## config.mk

```make
export PLATFORM = sky130hd
export DESIGN_NAME = ptd_mul
export DESIGN_NICKNAME = d
export VERILOG_FILES = /design/src/hdl/ptd_mul.sv
export SDC_FILE = /design/constraint.sdc
export NUM_CORES = 1
export LEC_CHECK = 0
export ABC_AREA = 1
export BUFFER_PORTS_ARGS = -buffer_cell sky130_fd_sc_hd__buf_2
export CORE_UTILIZATION = 70
export DETAILED_ROUTE_END_ITERATION = 7
export GPL_ROUTABILITY_DRIVEN = 0
export GPL_TIMING_DRIVEN = 0
export PLACE_DENSITY = 0.89
export SLEW_MARGIN = 20
export SYNTH_ARGS = -nofsm -noshare
export SYNTH_HDL_FRONTEND = slang
export SYNTH_SLANG_ARGS = --single-unit
```

## constraint.sdc

```tcl
create_clock -name clk_i -period 15.6 [get_ports clk_i]
set_clock_uncertainty 0.1 [all_clocks]
set_input_delay 1.56 -clock clk_i [delete_from_list [all_inputs] [get_ports clk_i]]
set_output_delay 1.56 -clock clk_i [all_outputs]
set_load 0.005 [all_outputs]
```

## src/hdl/ptd_mul.sv

```systemverilog
// Two stage signed multiplier: half-width partial products, then sum and sign.
// Depends on nothing.
module ptd_mul #(
  parameter int unsigned WA = 21,
  parameter int unsigned WB = 21
) (
  input  logic                       clk_i,
  input  logic                       en_i,
  input  logic signed [WA-1:0]       a_i,
  input  logic signed [WB-1:0]       b_i,
  output logic signed [WA+WB-1:0]    p_o
);

  localparam int unsigned HA = (WA + 1) / 2;
  localparam int unsigned HB = (WB + 1) / 2;
  localparam int unsigned PW = WA + WB;

  logic [WA-1:0] ma;
  logic [WB-1:0] mb;
  logic [HA+HB-1:0]           pll_d, pll_q;
  logic [HA+WB-HB-1:0]        plh_d, plh_q;
  logic [WA-HA+HB-1:0]        phl_d, phl_q;
  logic [WA-HA+WB-HB-1:0]     phh_d, phh_q;
  logic                       neg_q;
  logic [PW-1:0]              sum;

  assign ma = a_i[WA-1] ? (~a_i + WA'(1)) : a_i;
  assign mb = b_i[WB-1] ? (~b_i + WB'(1)) : b_i;

  assign pll_d = {{HB{1'b0}}, ma[HA-1:0]} * {{HA{1'b0}}, mb[HB-1:0]};
  assign plh_d = {{(WB-HB){1'b0}}, ma[HA-1:0]} * {{HA{1'b0}}, mb[WB-1:HB]};
  assign phl_d = {{HB{1'b0}}, ma[WA-1:HA]} * {{(WA-HA){1'b0}}, mb[HB-1:0]};
  assign phh_d = {{(WB-HB){1'b0}}, ma[WA-1:HA]} * {{(WA-HA){1'b0}}, mb[WB-1:HB]};

  always_ff @(posedge clk_i) begin
    if (en_i) begin
      pll_q <= pll_d;
      plh_q <= plh_d;
      phl_q <= phl_d;
      phh_q <= phh_d;
      neg_q <= a_i[WA-1] ^ b_i[WB-1];
    end
  end

  assign sum = PW'(pll_q) + (PW'(plh_q) << HB) + (PW'(phl_q) << HA)
             + (PW'(phh_q) << (HA + HB));

  always_ff @(posedge clk_i) begin
    if (en_i) begin
      p_o <= neg_q ? -signed'(sum) : signed'(sum);
    end
  end

endmodule

```

==> results.py <==
metrics = {
    "status": {
        "status": "finished, violations left",
        "violations": "DRC",
    },
    "critical_path": {
        "critPathTopFamily": "adder cells",
        "r2r_setup_slack_ns": 12.05,
        "worst_ep_arrival_time_ns": 9.65,
        "worst-path-buf-inv": 12,
        "crit_slowest_cell": "buf_1",
        "worst_ep_required_time_ns": 15.68,
        "crit_path_start_kind": "input port",
        "slowest_delay_ns": 0.78,
        "cp_max_fo": 10,
        "r2r_cells": 17,
        "crit_top_cell": "inv_1",
        "critical_path.endpoint_type": "flip-flop",
        "cp.depth": 31,
        "crit_type": "input port to flip-flop",
    },
    "routing": {
        "drc": 6,
        "wirelength_um": 64300,
        "vias": 20800,
        "wire_per_inst_um": 18.2,
        "first_pass_iters": 8,
        "drt_first_iter_violations": 2239,
        "ant_nets": 0,
        "routed_via_density": 5.91,
    },
    "global_route": {
        "antenna_found_initial": 0,
        "grt_pass1_vias": 21400,
        "grt.overflow.total": 0,
        "grt_max_degree": 86,
        "grt_usage_pct": 39.9,
        "grt_pass1_wl_um": 104000,
    },
    "synthesis": {
        "syn_area_per_cell_um2": 7.81,
        "synthesis.nets": 3567,
        "ys_warn_count": 0,
        "synth_top_area_share_pct": 26.3,
        "synthTopCellsByCount": "nand2_1 (754), inv_1 (622), fa_1 (304)",
        "ys_types": 50,
        "synth_top_family_by_area": "adder cells",
        "yosys-top-cells-area": "fa_1 (26%), edfxtp_1 (16%), ha_1 (14%)",
        "synth_edf_count": 127,
        "async_flop_share_pct": 0,
        "ys_seq_elements": 127,
        "synth.mux.area_fraction_pct": 0,
        "synth_most_common_cell": "nand2_1",
        "syn_area_um2": 23200,
        "synth-simple-area-share_pct": 23.0,
        "syn-instance-count": 2968,
        "synthAdderAreaFrac_pct": 39.8,
        "yosys.area_share.xor_xnor_pct": 4.86,
        "synth_seq_area_share_pct": 16.5,
        "synth.largest_area_cell": "fa_1",
        "ys.flop_type": "edfxtp_1",
        "synth_compound_area_share_pct": 4.40,
    },
    "cells_and_area": {
        "num_antenna_cells": 0,
        "syn_to_final_growth_pct": 6.76,
        "layout-drive-gt1-share_pct": 6.72,
        "fill_cells": 2359,
        "fin_nets": 3669,
    },
    "place": {
        "place_ws_ns": 5.98,
        "hpwl_um": 51800,
        "io_buffers": 82,
    },
    "timing": {
        "drv_slew": 0,
        "finalSetupViolCount": 0,
        "setup_ws_ns": 6.02,
        "post-route-period-util_pct": 61.4,
        "fmax_mhz": 104,
        "worst_slew_pin_slew_ns": 1.21,
        "relSlewSlack_pct": 18.8,
        "hold_violations": 0,
        "setup-tns-final_ns": 0,
        "rsz0062_at_grt": "no",
        "fin_crit_ns": 9.58,
    },
    "run": {
        "max_cap_viol_count": 0,
    },
    "die": {
        "die_y_um": 184,
        "num_rows": 66,
        "initial_utilization_pct": 71.2,
        "ioPinCount": 86,
        "dieArea_um2": 33800,
        "fp.coreArea_um2": 32500,
        "fp.dieW_um": 184,
    },
    "clock_tree": {
        "cts_buffers": 17,
        "cts_resized": 0,
        "cts.reportedPaths.clkPinSlew_ns": 0.06,
        "clockRootBuffer": "clkbuf_16",
        "cts_sinks": 127,
        "cts_max_level": 4,
        "hold_buffers": 0,
        "cts_tree": "done",
        "clkLatencyLatePin_ns": 0.43,
        "cts.path.max_buffers": 2,
        "cts_setup_buffers": 0,
    },
    "min_path": {
        "hp-class": "flip-flop to flip-flop",
        "min_delay_path_depth": 0,
    },
}
worst register-to-register path: stages (launching register included):
cell and delay (ns):
edfxtp_1 0.40, fa_1 0.49, ha_1 0.28, fa_1 0.46, nand3_1 0.14, nand2_1 0.13, nand3_1 0.10, nand3_1 0.21
nand2_1 0.18, nand2_1 0.08, nand2_1 0.06, nand2_1 0.11, nor2_1 0.18, nand3_2 0.13, nand2_4 0.12, nand2_1 0.07
nand2_1 0.06, nand2_1 0.04
state kept, by name, indices dropped and copies added, names as in the netlist:
| signal | flops |
|---|---|
| phh_q | 20 |
| p_o | 42 |
| neg_q | 1 |
| phl_q | 21 |
| plh_q | 21 |
| pll_q | 22 |
cell type report:
class / count / area (µm²) / area share, %
multi-input combinational: 2145 / 16700 / 67.5
buffer: 60 / 272 / 1.10
timing repair buffer: 83 / 444 / 1.80
tap: 442 / 553 / 2.24
sequential: 127 / 3810 / 15.4
clock buffer: 17 / 425 / 1.72
inverter: 636 / 2390 / 9.65
clock inverter: 14 / 144 / 0.582
final timing paths:
check | startpoint | to
setup / recovery | a_i[0] | plh_q[18]
hold / removal | pll_q[0] | p_o[0]
setup reg to reg | pll_q[12] | p_o[39]
hold reg to reg | pll_q[0] | p_o[0]
per-stage QoR:
| stage | area (µm²) | hold slack, ns | cells | util, % |
|---|---|---|---|---|
| 3_3_place_gp | 24100 | 0.349 | 3492 | 74.2 |
| 4_1_cts | 24700 | 0.397 | 3524 | 76.0 |
| 3_5_place_dp | 24200 | 0.366 | 3493 | 74.3 |
| 2_1_floorplan | 23200 | 0.326 | 2968 | - |
| 5_1_grt | 24700 | 0.415 | 3524 | 76.0 |
| 6_report | 24700 | 0.409 | 3524 | 76.0 |
logic make-up (layout without fill, tap and decap cells):
| group | Yosys count | in the layout |
|---|---|---|
| simple gates | 1277 | 1277 |
| xor+xnor | 126 | 126 |
| buf+inv | 696 | 810 |
| compound gates | 187 | 187 |
| flops | 127 | 127 |
| fa+ha+maj | 555 | 555 |
placed cells by master, fill, tap and decap left out, types with 24 or more instances in the layout:
cell and count:
a21oi_1 96, buf_2 94, clkbuf_1 39, edfxtp_1 127
fa_1 304, ha_1 251, inv_1 622, nand2_1 754
nand2_2 24, nand3_1 105, nand4_1 25, nor2_1 283
o21ai_0 52, xnor2_1 34, xor2_1 89
layer usage:
| metal | GRT usage, % | vias up | wire length (µm) |
|---|---|---|---|
| met5 | 0 | - | 0 |
| met4 | 26.1 | 0 | 4820 |
| met3 | 11.2 | 415 | 8290 |
| met2 | 64.7 | 1481 | 28700 |
| met1 | 46.6 | 9629 | 22400 |
| li1 | - | 9301 | - |
Power is left out: the tool's default activity adds up to more than one toggle a clock period on the data nets, which glitch-free logic cannot reach.
